## src/hw/rtl/assert_macros.svh

```systemverilog
// Assertion helpers used by the RTL.
`ifndef ASSERT_MACROS_SVH
`define ASSERT_MACROS_SVH

// Clocked property, held off while reset is asserted.
`define ASSERT_CLK(lbl, clk, rstn, prop) \
    lbl: assert property (@(posedge clk) disable iff (!rstn) (prop)) \
        else $error("assertion failed");

// Expression that must never be true outside reset.
`define ASSERT_NEVER(lbl, clk, rstn, expr) \
    lbl: assert property (@(posedge clk) disable iff (!rstn) !(expr)) \
        else $error("forbidden condition seen");

`endif

```

## src/hw/rtl/sactc_pkg.sv

```systemverilog
// ----------------------------------------------------------------------------
// sactc_pkg
// Types and constants of the set-associative cache tag controller.
// ----------------------------------------------------------------------------
package sactc_pkg;

    localparam int DEF_MAX_WAYS   = 16;
    localparam int DEF_MAX_SETS   = 256;
    localparam int DEF_ADDR_WIDTH = 48;

    localparam int RANK_W    = 4;
    localparam int RANK_TOP  = 15;
    localparam int WAY_OUT_W = 4;
    localparam int CNT_W     = 32;
    localparam int OFF_LIMIT = 12;
    localparam int SB_LIMIT  = 16;
    localparam int PADDR_W   = 4;
    localparam int PDATA_W   = 32;

    typedef enum logic [1:0] {
        REG_POLICY = 2'd0,
        REG_OFFSET = 2'd1,
        REG_SETS   = 2'd2,
        REG_WAYS   = 2'd3
    } cfg_reg_t;

    typedef enum logic [1:0] {
        S_CLEAR,
        S_IDLE,
        S_UPDATE
    } state_t;

    typedef struct packed {
        logic                 hit;
        logic [WAY_OUT_W-1:0] way_used;
        logic                 evicted;
    } lookup_t;

endpackage

```

## src/hw/rtl/sactc_set_logic.sv

```systemverilog
// ----------------------------------------------------------------------------
// sactc_set_logic
// Tag compare, victim choice and rank update over one set row.
// ----------------------------------------------------------------------------
module sactc_set_logic #(
    parameter int MAX_WAYS   = 16,
    parameter int ADDR_WIDTH = 48,
    parameter int LINE_W     = 1 + ADDR_WIDTH + 4,
    parameter int WCNT_W     = $clog2(MAX_WAYS + 1)
) (
    input  logic [MAX_WAYS*LINE_W-1:0] row_in,
    input  logic [ADDR_WIDTH-1:0]      tag,
    input  logic [WCNT_W-1:0]          ways,
    input  logic                       policy_is_lru,
    output logic [MAX_WAYS*LINE_W-1:0] row_out,
    output sactc_pkg::lookup_t         res
);
    import sactc_pkg::*;

    localparam int WAY_W = (MAX_WAYS > 1) ? $clog2(MAX_WAYS) : 1;

    logic [MAX_WAYS-1:0]   valid;
    logic [ADDR_WIDTH-1:0] tags  [MAX_WAYS];
    logic [RANK_W-1:0]     ranks [MAX_WAYS];
    logic [MAX_WAYS-1:0]   in_use;
    logic [MAX_WAYS-1:0]   match;
    logic [MAX_WAYS-1:0]   free;
    logic [MAX_WAYS-1:0]   victim;
    logic [WAY_W-1:0]      hit_way;
    logic [WAY_W-1:0]      free_way;
    logic [WAY_W-1:0]      vic_way;
    logic [WAY_W-1:0]      way;
    logic                  hit;
    logic                  placed;
    logic                  touch;
    logic [RANK_W:0]       old_rank;

    always_comb
    begin
        for (int w = 0; w < MAX_WAYS; w++)
        begin
            valid[w]  = row_in[w*LINE_W + LINE_W - 1];
            tags[w]   = row_in[w*LINE_W + RANK_W +: ADDR_WIDTH];
            ranks[w]  = row_in[w*LINE_W +: RANK_W];
            in_use[w] = (w < int'(ways));
            match[w]  = in_use[w] && valid[w] && (tags[w] == tag);
            free[w]   = in_use[w] && !valid[w];
        end
        // way w is the victim when older than all lower ways and no younger than higher ones
        for (int w = 0; w < MAX_WAYS; w++)
        begin
            victim[w] = in_use[w];
            for (int v = 0; v < MAX_WAYS; v++)
            begin
                if (in_use[v] && v < w && !(ranks[v] < ranks[w]))
                begin
                    victim[w] = 1'b0;
                end
                if (in_use[v] && v > w && (ranks[v] > ranks[w]))
                begin
                    victim[w] = 1'b0;
                end
            end
        end
        hit_way  = '0;
        free_way = '0;
        vic_way  = '0;
        for (int w = MAX_WAYS - 1; w >= 0; w--)
        begin
            if (match[w])
            begin
                hit_way = WAY_W'(w);
            end
            if (free[w])
            begin
                free_way = WAY_W'(w);
            end
            if (victim[w])
            begin
                vic_way = WAY_W'(w);
            end
        end
        hit    = |match;
        placed = !hit && (|free);
        way    = hit ? hit_way : (placed ? free_way : vic_way);
        touch  = !hit || policy_is_lru;
        old_rank = placed ? (RANK_W+1)'(RANK_TOP + 1) : {1'b0, ranks[way]};

        row_out = row_in;
        if (touch)
        begin
            for (int w = 0; w < MAX_WAYS; w++)
            begin
                if (WAY_W'(w) == way)
                begin
                    row_out[w*LINE_W +: RANK_W] = '0;
                    if (!hit)
                    begin
                        row_out[w*LINE_W + LINE_W - 1]       = 1'b1;
                        row_out[w*LINE_W + RANK_W +: ADDR_WIDTH] = tag;
                    end
                end
                else if (in_use[w] && valid[w] && ({1'b0, ranks[w]} < old_rank)
                         && (ranks[w] != RANK_W'(RANK_TOP)))
                begin
                    row_out[w*LINE_W +: RANK_W] = ranks[w] + 1'b1;
                end
            end
        end

        res.hit      = hit;
        res.way_used = WAY_OUT_W'({{WAY_OUT_W{1'b0}}, way});
        res.evicted  = !hit && !placed;
    end
endmodule

```

## config.mk

```make
export PLATFORM = sky130hd
export DESIGN_NAME = sactc_set_logic
export DESIGN_NICKNAME = d
export VERILOG_FILES = /design/src/hw/rtl/assert_macros.svh /design/src/hw/rtl/sactc_pkg.sv /design/src/hw/rtl/sactc_set_logic.sv
export SDC_FILE = /design/constraint.sdc
export NUM_CORES = 2
export LEC_CHECK = 0
export ABC_CLOCK_PERIOD_IN_PS = 12100
export BUFFER_PORTS_ARGS = -buffer_cell sky130_fd_sc_hd__buf_2
export CAP_MARGIN = 20
export CORE_AREA = 10 10 683 685
export DETAILED_ROUTE_END_ITERATION = 12
export DIE_AREA = 0 0 693 695
export MAX_ROUTING_LAYER = met4
export PLACE_DENSITY = 0.3
export SLEW_MARGIN = 20
export SYNTH_ARGS = -nofsm -noshare
export SYNTH_HDL_FRONTEND = slang
export SYNTH_SLANG_ARGS = --single-unit
```

## constraint.sdc

```tcl
create_clock -name vclk -period 12.1
set_clock_uncertainty 0.05 [all_clocks]
set_input_delay 1.815 -clock vclk [all_inputs]
set_output_delay 1.815 -clock vclk [all_outputs]
set_load 0.02 [all_outputs]
```

==> impl_metrics.toml <==
[status]
status = "completed"

[grt]
grt_use_met1_pct = 27.3
met2_usage_pct = 37.1
antenna_found_initial = 332
grt-busiest-layer = "met2"
grt_pass1_vias = 49031
overflow = 0
grt_pass1_wl_um = 706000
grt_max_degree = 54
gr-usage-met3_pct = 9.86
track_usage_pct = 24.0

[placement]
numPlacedInstances = 12311
globalplace.congestion = 1.03
place_ws_ps = -351
dp_hpwl_um = 525000
portBuffers = 1756

[power]
totalPowerFinal_w = 0.00317
ir_drop_mv = 0.0609
powerDensity_mw_per_mm2 = 57.5
leakage_nw = 22.1

[timing]
slew_headroom_pct = 17.0
timing.hold.ws_ps = 3970
fin_crit_sh_pct = 99.9
setup_tns_ps = 0
fmax_mhz = 82.8
worst_slew_pin_slew_ps = 1210
hold_violations = 0
fin_ws_ps = 15.5
grt_setup_unrepaired = "false"
finalCriticalPeriod_ps = 12080
maxSlewViolCount = 0
setup_viol = 0

[hold_path]
hold_path_depth = 3
holdCritStartpoint = "row_in[102]"
holdCritPathClass = "in2out"
min_to = "row_out[102]"

[drt]
drtAntennaViolNets = 0
wirelength_um = 596000
vias_per_cell = 4.10
wl_per_cell_um = 47.6
dr.pass1.iters = 5
vias = 51298
drc = 0
drt_iter0_markers = 6436

[cells_and_area]
multiInputGateArea_mm2 = 0.0334
finalNetCount = 7685
clock_buffer_count = 0
syn_to_final_growth_pct = 56.1
fill_cells = 52928
finalNonFillerCells = 12521
drive_gt1_share_pct = 46.3
seqCellArea_um2 = 0
n_sequential_cell = 0

[synthesis]
synth_cells = 4504
ys_types = 109
seq_area_frac_synth_pct = 0
synth_top_area_share_pct = 21.1
yosysTopAreaCell = "mux2_2"
synth_fp_nets = 5852
ys_top_cells_by_area = "mux2_2 21%, ha_1 16%, xnor2_1 10%, xor2_1 8.5%, nand4_1 4.1%"
avgSynthCellArea_um2 = 7.85
syn-cell-area_mm2 = 0.0354
yosys_warnings = 0

[worst_setup_path]
cp-end-kind = "output pin"
worst-path-max-fanout = 23
cp.required_ps = 10230
critical_path_arrival_ps = 10220
start_kind = "primary input"
path_class = "in2out"

[floorplanning]
core_mm2 = 0.452
die_width_um = 693
die_area_mm2 = 0.482
start_util_pct = 7.82
row_count = 247
ioPinCount = 1756
die_y_um = 695

[clock_network]
cts_setup_buffers = 0

[job]
maxCapViolCount = 0
metrics by stage:
step,utilization (%),cell area (um^2)
floorplan,-,35400
global placement,12.1,54600
detailed placement,12.1,54700
CTS,12.1,54700
global route,12.2,55100
finish,12.2,55200
worst max-delay path: stages:
cell,delay (ps)
buf_4,610
xor2_1,150
nor4_1,920
nand4_1,440
o41ai_1,970
or4_1,480
o211ai_1,350
o31ai_4,340
buf_4,300
a21oi_1,90
a21oi_1,190
mux2i_1,100
nand2_1,80
nand3_1,470
buf_4,380
ha_1,290
a21o_1,160
a21oi_1,180
nand2_1,80
a31oi_1,180
a21oi_1,80
nor4_1,310
nand2_1,90
o31ai_1,720
buf_12,200
routing by layer:
| metal | vias up | wire length, um |
|---|---|---|
| met1 | 26147 | 234000 |
| met3 | 786 | 66500 |
| met2 | 3563 | 264000 |
| met4 | 0 | 32000 |
| met5 | - | 0 |
| li1 | 20802 | - |
layout by cell type, fill, tap and decap left out, types with 211 or more instances in the layout:
master,synthesis,layout
nor2_1,217,211
buf_2,175,1630
nand4_1,233,233
xnor2_1,423,423
o21ai_0,219,217
mux2_2,661,661
buf_4,57,430
xor2_1,345,345
nand2_1,218,212
ha_1,446,446
cell usage after synthesis, types with 96 or more instances:
library cell,count
a21oi_1,196
nor4_1,177
nor2_1,217
nand2b_1,96
mux2_2,661
o21ai_0,219
nand4_1,233
buf_2,175
nor3_1,96
ha_1,446
xor2_1,345
nand2_1,218
xnor2_1,423
timing repair:
action | CTS | global route
gates cloned | 0 | 0
endpoints found under the setup margin | 7 | 1
hold buffers | 0 | 0
resized for setup | 2 | 1
how the worst max path moves through the flow:
stage / start / end / slack (ps) / depth (start not counted)
final: tag[10] / row_out[162] / 20 / 25
after CTS: ways[4] / row_out[162] / 30 / 25
after global routing: ways[4] / row_out[162] / 100 / 25
after detailed placement: ways[4] / row_out[161] / -350 / 23
after global placement: ways[4] / row_out[161] / -530 / 23
after floorplan: row_in[691] / row_out[480] / 2300 / 28
logic make-up after synthesis:
logic type               after synthesis  synth area share, %
adder cells (fa/ha/maj)              446                 15.8
multiplexers                         764                 24.3
AND/OR/NAND/NOR                     1316                 20.6
AO/OA/AOI/OAI                        784                 14.4
buffers and inverters                426                 5.96
XOR/XNOR                             768                 19.0
power by group:
group	total, W	internal, W	leakage, nW	switching (W)
sequential	0	0	0	0
clock	0.000000000772	0.000000000771	0.00134	0
combinational	0.00317	0.000929	22.1	0.00224
layout make-up:
class                           instances  area share, %
Timing Repair Buffer                 2160           24.2
Antenna cell                          210          0.952
Tap cell                             5976           13.5
Multi-Input combinational cell       4078           60.6
Inverter                               97          0.660
No activity file was read; power rests on OpenSTA's default activity.
