<file path="src/hw/rtl/assert_macros.svh">
// Assertion helpers used by the RTL.
`ifndef ASSERT_MACROS_SVH
`define ASSERT_MACROS_SVH

// Clocked property, held off while reset is asserted.
`define ASSERT_CLK(lbl, clk, rstn, prop) \
    lbl: assert property (@(posedge clk) disable iff (!rstn) (prop)) \
        else $error("assertion failed");

// Expression that must never be true outside reset.
`define ASSERT_NEVER(lbl, clk, rstn, expr) \
    lbl: assert property (@(posedge clk) disable iff (!rstn) !(expr)) \
        else $error("forbidden condition seen");

`endif

</file>
<file path="src/hw/rtl/sactc_ram.sv">
// ----------------------------------------------------------------------------
// sactc_ram
// Generic single-write, single-read RAM with registered read data.
// ----------------------------------------------------------------------------
module sactc_ram #(
    parameter int WIDTH = 8,
    parameter int DEPTH = 16,
    parameter int AW    = (DEPTH > 1) ? $clog2(DEPTH) : 1
) (
    input  logic             clk,
    input  logic             we,
    input  logic [AW-1:0]    waddr,
    input  logic [WIDTH-1:0] wdata,
    input  logic             re,
    input  logic [AW-1:0]    raddr,
    output logic [WIDTH-1:0] rdata
);
    logic [WIDTH-1:0] mem [DEPTH];

    always_ff @(posedge clk)
    begin
        if (we)
        begin
            mem[waddr] <= wdata;
        end
        if (re)
        begin
            rdata <= mem[raddr];
        end
    end
endmodule

</file>
<file path="config.mk">
export PLATFORM = sky130hd
export DESIGN_NAME = sactc_ram
export DESIGN_NICKNAME = d
export VERILOG_FILES = /design/src/hw/rtl/assert_macros.svh /design/src/hw/rtl/sactc_ram.sv
export SDC_FILE = /design/constraint.sdc
export NUM_CORES = 1
export LEC_CHECK = 0
export BUFFER_PORTS_ARGS = -buffer_cell sky130_fd_sc_hd__buf_4
export CORE_ASPECT_RATIO = 1.25
export CORE_UTILIZATION = 42
export CTS_CLUSTER_SIZE = 24
export DETAILED_ROUTE_END_ITERATION = 8
export SYNTH_ARGS = -nofsm -noshare
export SYNTH_HDL_FRONTEND = slang
export SYNTH_SLANG_ARGS = --single-unit
</file>
<file path="constraint.sdc">
create_clock -name clk -period 1.95 [get_ports clk]
set_input_delay 0.195 -clock clk [delete_from_list [all_inputs] [get_ports clk]]
set_output_delay 0.195 -clock clk [all_outputs]
set_load 0.005 [all_outputs]
</file>
==> results.md, run 1 <==
* CTS tree: yes
* Clk slew on worst S/H paths at 60 ps
* Area grow syn2layout at 22.7%
* Yosys reg bits at about 140
* Final WL at ~10 mm
* DR pass1 iterations at 4
* CTS Sinks at 136
* Routed Antenna Nets at 0
* WL per Instance at 22.4 um
* Setup ws final at around 500 ps
* Min Tclk post-route at 1440 ps
* Post-synth top area cell: edfxtp_1
* Worst hold path class: in -> reg
* Worst hold slack at 74.5 ps
* Most common cell in the synthesized netlist: edfxtp_1
* Final hold violations at 0
* Register area share after synthesis at 78.1%
* EDFF count, synth at about 140
* Pre-CTS setup slack at between 100 and 150 ps
* Commonest cells post-synth: edfxtp_1, mux4_2, a22oi_1
* Via count at 2,496
* Pin count of the biggest net entering global routing at 17
* CP Data Required Time at between 2000 and 2500 ps
* Startpoint types: flip-flop
* Net Count, Synth at between 200 and 250
* Max cap viols at 0
* Fillers at between 900 and 1,000
* CTS Hold Bufs at 0
* Share of cells above drive strength 1 at roughly 33%
* Yosys top cell area share at roughly four fifths
* WS Path Type: reg -> reg
* Endpoints failing setup at 0
* Max-slew violation count at 0
* First-pass GRT wire length at 15.9 mm
* Leak Pwr at 2.19 nW
* Synth Flop Type: edfxtp_1
* YS warnings at 0
* P per Cell Area at about 1100 mW/mm^2
* # resized after CTS at 0
* FMAX at 693 MHz
* Status: complete, no violations
* Total Routing Usage GR at between 10% and 20%
* Die ar. at approximately 0.013 mm^2
* Setup Skew at about 13 ps
* Setup_tns at 0 ps
* I/O pins at 27
* Crit. End Element: flip-flop
* Via-to-Cell Ratio at between 5 and 6
* Hpwl dp at 6.70 mm
* Congestion Overflow GR at 0
* Asr flop ratio synth at 0%
* Clock Tree Buf Depth at 2
* Library cells used by synthesis at 18
* Crit Path Max Fanout at 1
* Row count at 45
* Worst EP arrival at 1610 ps
* Worst Max-Slew Pin Slew at roughly 460 ps
* Final net count at a little over 300
* H-tree levels at 4
* Starting DRT DRC Count at between 200 and 250
* RSZ-0062 raised after global routing: no
* Peak supply drop at roughly 0.64 mV
* Port bufs at 26
* Width of the chip at around 100 um
* Initial antenna violation count at 0
* GPL Wtd Cong at just over 0.7
* Syn avg cell area at around 23 um^2
* Total CTS buffers at 17
* Cells after synthesis at between 200 and 250
* Starting Density at 43.0%
* Worst slew margin at a little over two thirds
* Final Cycle Share at approximately three quarters
* Setup Buffers After CTS at 0
* Core Util, Final at 52.7%
* Vias in the first global route at ~2,700
* DR DRC count at 0
* Die height at about 130 um
* Dominant cells by area after synthesis: edfxtp_1, mux4_2, mux4_1
* Ant. Diodes at 0
* Post-Syn Area at ~0.0052 mm^2
* Clock latency on the worst-skew pair at roughly 420 ps
* Root Driver: clkbuf_16
* Core area at ~0.012 mm^2
## layout make-up
class / instances / area, um^2 / area share [%]
clock buffers: 18 / 429 / 6.69
flip-flops and latches: 136 / 4080 / 63.7
clock inverters: 14 / 245 / 3.82
multi-input cells: 83 / 1060 / 16.5
repair buffers: 49 / 393 / 6.13
well taps: 164 / 205 / 3.20
## through the flow
step	cells	total power (W)	cell area [um^2]
after floorplan	229	0.00353	5230
after global placement	432	0.00369	5740
after detailed placement	432	0.00370	5740
after CTS	464	0.00730	6410
after global routing	464	0.00744	6410
final	464	0.00723	6410
## placed cells by master, fill, tap and decap left out, types with 4 or more instances in the layout
master       n
edfxtp_1   136
buf_4       47
mux4_2      18
clkbuf_16   17
a22oi_1     16
mux4_1      14
nor2_1      13
nand2_1      9
bufinv_16    6
nor3_1       4
## power by group
| part | switching (W) | internal, W |
|---|---|---|
| clock | 0.00118 | 0.00241 |
| sequential | 0.0000182 | 0.00329 |
| combinational | 0.000172 | 0.000152 |
| total | 0.00137 | 0.00586 |
## worst paths after layout
kind	end	startpoint	cells after the start	slack (ps)
max reg2reg	rdata[1]	mem[4][1]	3	510
max	rdata[1]	mem[4][1]	3	510
min	rdata[2]	re	1	70
min reg2reg	rdata[2]	mem[14][2]	3	760
## layer usage
layer	wire, um	global-route usage, %	up-vias
met5	0	0	-
met4	241	10.1	0
met3	626	4.57	17
met2	5220	28.0	95
met1	4320	24.3	1288
li1	-	-	1096
## cell families after synthesis
kind of cell	Yosys count	synth area share (%)
DFF	136	78.1
AOI/OAI and AO/OA	16	2.30
and+or+nand+nor	35	3.14
buffers and inverters	10	1.65
muxes	32	14.8
## worst max-delay path, stage by stage, from the launching register on
cell and delay (ps):
edfxtp_1 370, mux4_1 540, a22oi_1 210, nand2_1 80
## sequential cells by signal, summed over array words and instances (netlist names)
| name | count |
|---|---|
| rdata | 8 |
| mem | 128 |
Note: power is estimated with default switching activity, not from simulation.
==> run 2: changes to the inputs <==
--- a/config.mk
+++ b/config.mk
@@ -5,6 +5,7 @@
 export SDC_FILE = /design/constraint.sdc
 export NUM_CORES = 1
 export LEC_CHECK = 0
+export ABC_AREA = 1
 export BUFFER_PORTS_ARGS = -buffer_cell sky130_fd_sc_hd__buf_4
 export CORE_ASPECT_RATIO = 1.25
 export CORE_UTILIZATION = 42
==> constraint.sdc (replaced) <==
create_clock -name clk -period 1.25 [get_ports clk]
set_input_delay 0.125 -clock clk [delete_from_list [all_inputs] [get_ports clk]]
set_output_delay 0.125 -clock clk [all_outputs]
set_load 0.005 [all_outputs]
==> run 2 against run 1 <==
Utilization fell by 0.93 points. First-iteration DRC count fell by 2.1%. Hold slack got worse by 41 ps. Cell count is 70% higher. Setup slack worse by 390 ps. Final area rose by 8.3%. Sequential power is 56% higher. Total power up 47%. Sequential share of layout area decreased by 4.9 points. Clock skew decreased by 4.7 ps. Via count is 56% higher. Synthesized area rose by 12%. Critical endpoint is now rdata[5].
==> results.md, run 2 <==
* Status: complete, no violations (unchanged)
* Clock latency on the worst-skew pair at 410 ps (was 420 ps)
* Clock Tree Buf Depth at 2 (unchanged)
* CP Depth at 1 (was 3)
* Setup Buffers After CTS at 0 (unchanged)
* Worst hold path class: in -> reg (unchanged)
* H-tree levels at 4 (unchanged)
* DR DRC count at 0 (unchanged)
* Starting DRT DRC Count at 228 (was 233)
* Fillers at 1,185 (was 979)
* Max incr delay on CP at 440 ps (was 540 ps)
* Yosys top cell area share at 69.8% (was 78.1%)
* Peak supply drop at 0.735 mV (was 0.645 mV)
* Synth Flop Type: edfxtp_1 (unchanged)
* Min Tclk post-route at approximately 1100 ps
* YS warnings at 0 (unchanged)
* Crit. End Element: output port (was flip-flop)
* Post-Syn Area at 0.00585 mm^2 (was 0.00523 mm^2)
* Most common cell after layout, fill and taps aside: nand2_1 (was edfxtp_1)
* Hold Path Stages at 1 (unchanged)
* FMAX at 881 MHz
* Final hold violations at 0 (unchanged)
* Startpoint types: flip-flop (unchanged)
* Final net count at 623 (was 306)
* Final Cycle Share at just over 90%
* Register area share after synthesis at 69.8% (was 78.1%)
* P_sw at 0.00220 W (was 0.00137 W)
* Yosys reg bits at 136 (unchanged)
* Crit-path slowest cell: edfxtp_1 (was mux4_1)
* Routed Antenna Nets at 0 (unchanged)
* CTS tree: yes (unchanged)
* Most common cell in the synthesized netlist: nand2_1 (was edfxtp_1)
* Power Total at 0.0107 W (was 0.00723 W)
* Core area at 0.0134 mm^2 (was 0.0122 mm^2)
* Sw frac at 20.6% (was 19.0%)
* Starting Density at 43.6% (was 43.0%)
* Combinational fraction of design power at 6.4% (was 4.5%)
* Max cap viols at 0 (unchanged)
* Largest regs: mem x128, rdata x8 (unchanged)
* Via-to-Cell Ratio at 4.93 (was 5.38)
* Pre-CTS setup slack at -119 ps (was 123 ps)
* WL per Instance at 17.1 um (was 22.4 um)
* Asr flop ratio synth at 0% (unchanged)
* Share of cells above drive strength 1 at 14.0% (was 33.0%)
* Leak Pwr at 3.01 nW (was 2.19 nW)
* R2r worst-path depth at 6 (was 3)
* Register share of total power at 48.6% (was 45.8%)
* Ant. Diodes at 0 (unchanged)
* Cells after synthesis at 551 (was 229)
* WP buf/inv at 1 (was 0)
* Largest reg by FF count: mem (unchanged)
* # resized after CTS at 0 (unchanged)
* RSZ-0062 raised after global routing: no (unchanged)
* Total Routing Usage GR at 20.2% (was 18.4%)
* Post-synth top area cell: edfxtp_1 (unchanged)
* Setup Skew at 8.78 ps (was 13.5 ps)
* Clk pwr share at 45.0% (was 49.7%)
* Library cells used by synthesis at 11 (was 18)
* CP Cell Sequence: buf_4 (was mux4_1, a22oi_1, nand2_1)
* Worst EP arrival at 1010 ps (was 1610 ps)
* Root Driver: clkbuf_16 (unchanged)
* Most frequent cells in the layout: nand2_1, edfxtp_1, inv_1 (was edfxtp_1, buf_4, mux4_2)
* CP delay by family, top: flip-flops (was multiplexers)
* Clk slew on worst S/H paths at 50 ps (was 60 ps)
* Vias in the first global route at 3,775 (was 2,670)
* CTS Sinks at 136 (unchanged)
* Die ar. at 0.0144 mm^2 (was 0.0129 mm^2)
* Net Count, Synth at 570 (was 248)
* Hpwl dp at 8.78 mm (was 6.70 mm)
* DR pass1 iterations at 5 (was 4)
* Largest register FFs at 128 (unchanged)
* Pin count of the biggest net entering global routing at 33 (was 17)
* Endpoints failing setup at 0 (unchanged)
* EDFF count, synth at 136 (unchanged)
* GPL Wtd Cong at 0.806 (was 0.715)
* Area grow syn2layout at 18.8% (was 22.7%)
* Width of the chip at 108 um (was 102 um)
* Row count at 47 (was 45)
* Setup ws final at 115 ps (was 506 ps)
* Worst slew margin at 58.5% (was 69.7%)
* WS Path Type: reg -> out (was reg -> reg)
* Final WL at 13.5 mm (was 10.4 mm)
* Congestion Overflow GR at 0 (unchanged)
* Worst Max-Slew Pin Slew at 622 ps (was 455 ps)
* Via count at 3,883 (was 2,496)
* First-pass GRT wire length at 20.6 mm (was 15.9 mm)
* Footprint of the multi-input gates at 0.00121 mm^2 (was 0.00106 mm^2)
* P_int at 0.00846 W (was 0.00586 W)
* Dominant cells by area after synthesis: edfxtp_1, nand2_1, nand3_1 (was edfxtp_1, mux4_2, mux4_1)
* I/O pins at 27 (unchanged)
* Register Area at 0.00408 mm^2 (unchanged)
* CP Data Required Time at 1120 ps (was 2120 ps)
* Die height at 134 um (was 127 um)
* Core Util, Final at 51.8% (was 52.7%)
* Total CTS buffers at 17 (unchanged)
* Max-slew violation count at 0 (unchanged)
* Syn avg cell area at 10.6 um^2 (was 22.8 um^2)
* Crit Path Max Fanout at 1 (unchanged)
* Port bufs at 26 (unchanged)
* CTS Hold Bufs at 0 (unchanged)
* Initial antenna violation count at 0 (unchanged)
* Commonest cells post-synth: nand2_1, edfxtp_1, inv_1 (was edfxtp_1, mux4_2, a22oi_1)
* P per Cell Area at 1530 mW/mm^2 (was 1130 mW/mm^2)
## run 2: cells by family (layout without fill, tap and decap cells)
group	after synthesis	after routing	synth area share, %
buf+inv	126	191	9.39
simple gates	289	289	20.8
flops	136	136	69.8
## run 2: metal layers
layer  vias up  global-route usage (%)  part of all wire [%]
li1       1884                       -                     -
met1      1860                    23.7                    39
met2       118                    35.5                    52
met3        21                    3.84                   5.6
met4         0                    9.59                   2.8
met5         -                       0                     0
## run 2: worst reg2reg max path: stages (launching register included)
cell and delay (ps):
edfxtp_1 360, inv_1 60, nand2_1 50, nand3_1 100, nand3_1 120, nand3_1 140
nand2_1 60
## run 2: power groups by stage
stage / sequential (W) / combinational, W / clock (W)
3_5_place_dp: 0.00527 / 0.000692 / 0
4_1_cts: 0.00518 / 0.000696 / 0.00484
2_1_floorplan: 0.00526 / 0.000360 / 0
6_report: 0.00518 / 0.000686 / 0.00480
3_3_place_gp: 0.00527 / 0.000687 / 0
5_1_grt: 0.00518 / 0.000755 / 0.00507
## run 2: area by class of cell
type	instances	share of cell area (%)
Sequential cell	136	58.8
Timing Repair Buffer	58	6.99
Clock inverter	12	1.93
Clock buffer	19	6.23
Multi-Input combinational cell	289	17.5
Tap cell	171	3.08
Inverter	102	5.51
## run 2: worst paths after layout
check	from	endpoint	slack [ps]
setup / recovery	rdata[5]	rdata[5]	110
hold / removal	re	rdata[0]	30
setup reg to reg	mem[7][0]	rdata[0]	130
hold reg to reg	mem[11][0]	rdata[0]	760
## run 2: stage by stage
step,hold WS [ps],std cells,TNS [ps],instance area (um^2)
2_1_floorplan,224,551,0,5850
3_3_place_gp,441,756,-634,6380
3_5_place_dp,437,756,-653,6380
4_1_cts,14.9,787,0,6950
5_1_grt,17.7,787,0,6950
6_report,33.2,787,0,6950
==> run 3: changes to the inputs <==
--- a/config.mk
+++ b/config.mk
@@ -8,9 +8,10 @@
 export ABC_AREA = 1
 export BUFFER_PORTS_ARGS = -buffer_cell sky130_fd_sc_hd__buf_4
 export CORE_ASPECT_RATIO = 1.25
-export CORE_UTILIZATION = 42
+export CORE_UTILIZATION = 55
 export CTS_CLUSTER_SIZE = 24
 export DETAILED_ROUTE_END_ITERATION = 8
+export PLACE_DENSITY = 0.75
 export SYNTH_ARGS = -nofsm -noshare
 export SYNTH_HDL_FRONTEND = slang
 export SYNTH_SLANG_ARGS = --single-unit
==> run 3 against run 2 <==
Total power increased by 2.8%. Fmax decreased by 5.0%. Count of clock-buffer cells in the layout decreased by 2. Combinational power increased by 1%. Via count increased by 1.8%. First-iteration DRC count increased by 90%. Setup slack got worse by 59 ps. Critical path type is now reg -> reg. Routed wire length decreased by 5.1%. Global-route usage increased by 5.3 points. Critical endpoint is now rdata[1]. Sequential cell count unchanged. Largest cell class unchanged. Utilization increased by 17 points.
==> results.md, run 3 (synthesis results as in run 2) <==
* CTS Sinks at 136 (unchanged)
* Total Routing Usage GR at 25.6% (was 20.2%)
* CP Cell Sequence: inv_1, nand2_1, nand3_1, nand3_2, nand3_1, nand2_1 (was buf_4)
* Setup_tns at 0 ps (unchanged)
* Starting DRT DRC Count at 433 (was 228)
* Via-to-Cell Ratio at 5.30 (was 4.93)
* RSZ-0062 raised after global routing: no (unchanged)
* FF-to-FF Start: mem[4][1] (was mem[7][0])
* Setup ws final at 55.3 ps (was 115 ps)
* # resized after CTS at 0 (unchanged)
* Most common cell after layout, fill and taps aside: nand2_1 (unchanged)
* Max-slew violation count at 0 (unchanged)
* Die ar. at 0.0110 mm^2 (was 0.0144 mm^2)
* Crit. End Element: flip-flop (was output port)
* Leak Pwr at 3.04 nW (was 3.01 nW)
* First-pass GRT wire length at 19.9 mm (was 20.6 mm)
* Setup Buffers After CTS at 0 (unchanged)
* Worst slew margin at 59.2% (was 58.5%)
* Root Driver: clkbuf_16 (unchanged)
* H-tree levels at 4 (unchanged)
* Crit Path Max Fanout at 1 (unchanged)
* Hpwl dp at 8.07 mm (was 8.78 mm)
* Worst hold slack at 26.0 ps (was 33.2 ps)
* Worst hold path class: in -> reg (unchanged)
* FMAX at 837 MHz (was 881 MHz)
* Crit-path slowest cell: edfxtp_1 (unchanged)
* CTS tree: yes (unchanged)
* Startpoint types: flip-flop (unchanged)
* Pre-CTS setup slack at -140 ps (was -119 ps)
* Worst Max-Slew Pin Slew at 612 ps (was 622 ps)
* Min Tclk post-route at 1190 ps (was 1140 ps)
* Hold_sp: re (unchanged)
* DR pass1 iterations at 6 (was 5)
* Status: complete, no violations (unchanged)
* GPL Wtd Cong at 0.893 (was 0.806)
* Width of the chip at 94.2 um (was 108 um)
* DR DRC count at 0 (unchanged)
* Via count at 3,951 (was 3,883)
* Setup Skew at 3.68 ps (was 8.78 ps)
* Largest register FFs at 128 (unchanged)
* Final net count at 622 (was 623)
* Largest reg by FF count: mem (unchanged)
* CTS Hold Bufs at 0 (unchanged)
* Final hold violations at 0 (unchanged)
* Total CTS buffers at 17 (unchanged)
* Area grow syn2layout at 19.4% (was 18.8%)
* Core area at 0.0102 mm^2 (was 0.0134 mm^2)
* Clk slew on worst S/H paths at 60 ps (was 50 ps)
* Max incr delay on CP at 380 ps (was 440 ps)
* Largest regs: mem x128, rdata x8 (unchanged)
* Row count at 41 (was 47)
* Congestion Overflow GR at 0 (unchanged)
* Vias in the first global route at 3,819 (was 3,775)
* CP Data Required Time at 1410 ps (was 1120 ps)
* Pin count of the biggest net entering global routing at 33 (unchanged)
* Max cap viols at 0 (unchanged)
* Endpoints failing setup at 0 (unchanged)
* Share of cells above drive strength 1 at 14.6% (was 14.0%)
* Worst EP arrival at 1360 ps (was 1010 ps)
* Final WL at 12.8 mm (was 13.5 mm)
* WS Path Type: reg -> reg (was reg -> out)
* Port bufs at 26 (unchanged)
* Routed Antenna Nets at 0 (unchanged)
* Clock latency on the worst-skew pair at 420 ps (was 410 ps)
* Starting Density at 57.3% (was 43.6%)
* Die height at 117 um (was 134 um)
* Worst setup path start: mem[4][1] (was rdata[5])
* Peak supply drop at 1.19 mV (was 0.735 mV)
* Clock Tree Buf Depth at 2 (unchanged)
* Initial antenna violation count at 0 (unchanged)
* Final Cycle Share at 95.6% (was 90.8%)
* P per Cell Area at 1570 mW/mm^2 (was 1530 mW/mm^2)
* Most frequent cells in the layout: nand2_1, edfxtp_1, inv_1 (unchanged)
* Ant. Diodes at 0 (unchanged)
* WL per Instance at 17.1 um (about the same)
* I/O pins at 27 (unchanged)
==> run 3: changes by cell type in the layout (fill, tap and decap cells not counted), moves of 2 or more <==
cell / before / now
nand3_1: 97 / 94
buf_4: 54 / 50
buf_12: 4 / 7
clkinv_2: 5 / 3
clkbuf_1: 2 / 0
nand3_2: 0 / 3
==> run 3: path summary, 6_finish.rpt <==
check	end	slack, ps	depth (start not counted)
max reg2reg	rdata[1]	60	6
min	rdata[1]	30	1
min reg2reg	rdata[0]	740	6
max	rdata[1]	60	6
==> run 3: cell type report <==
class | instances | area (um^2)
Fill cell | 687 | 3230
Inverter | 102 | 383
Clock buffer | 17 | 425
Timing Repair Buffer | 57 | 515
Tap cell | 129 | 161
Multi-Input combinational cell | 289 | 1230
Clock inverter | 15 | 183
Sequential cell | 136 | 4080
==> run 3: worst max-delay path, delay by kind of cell, from the launching register on <==
family | cells | cell delay [ps]
and+or+nand+nor | 5 | 490
DFF | 1 | 380
buffers and inverters | 1 | 80
==> run 3: per-layer routing <==
metal  up-vias  share of wire (%)  GRT usage (%)
li1       1882                  -              -
met1      1836                 37           30.8
met2       200                 50           42.7
met3        33                8.6           5.81
met4         0                3.8           14.1
met5         -                  0              0
==> run 3: report_power, final <==
part           total, W  switching (W)  internal, W
logic          0.000695       0.000443     0.000252
clock network   0.00509        0.00179      0.00330
registers       0.00517      0.0000301      0.00514
==> run 3: through the flow <==
step                std cells  power (W)  cell area (um^2)  utilization, %
finish                    745     0.0110              6980            68.4
global route              745     0.0112              6980            68.4
CTS                       745     0.0110              6970            68.2
detailed placement        713    0.00595              6360            62.3
global placement          713    0.00594              6360            62.3
floorplan                 551    0.00562              5850               -
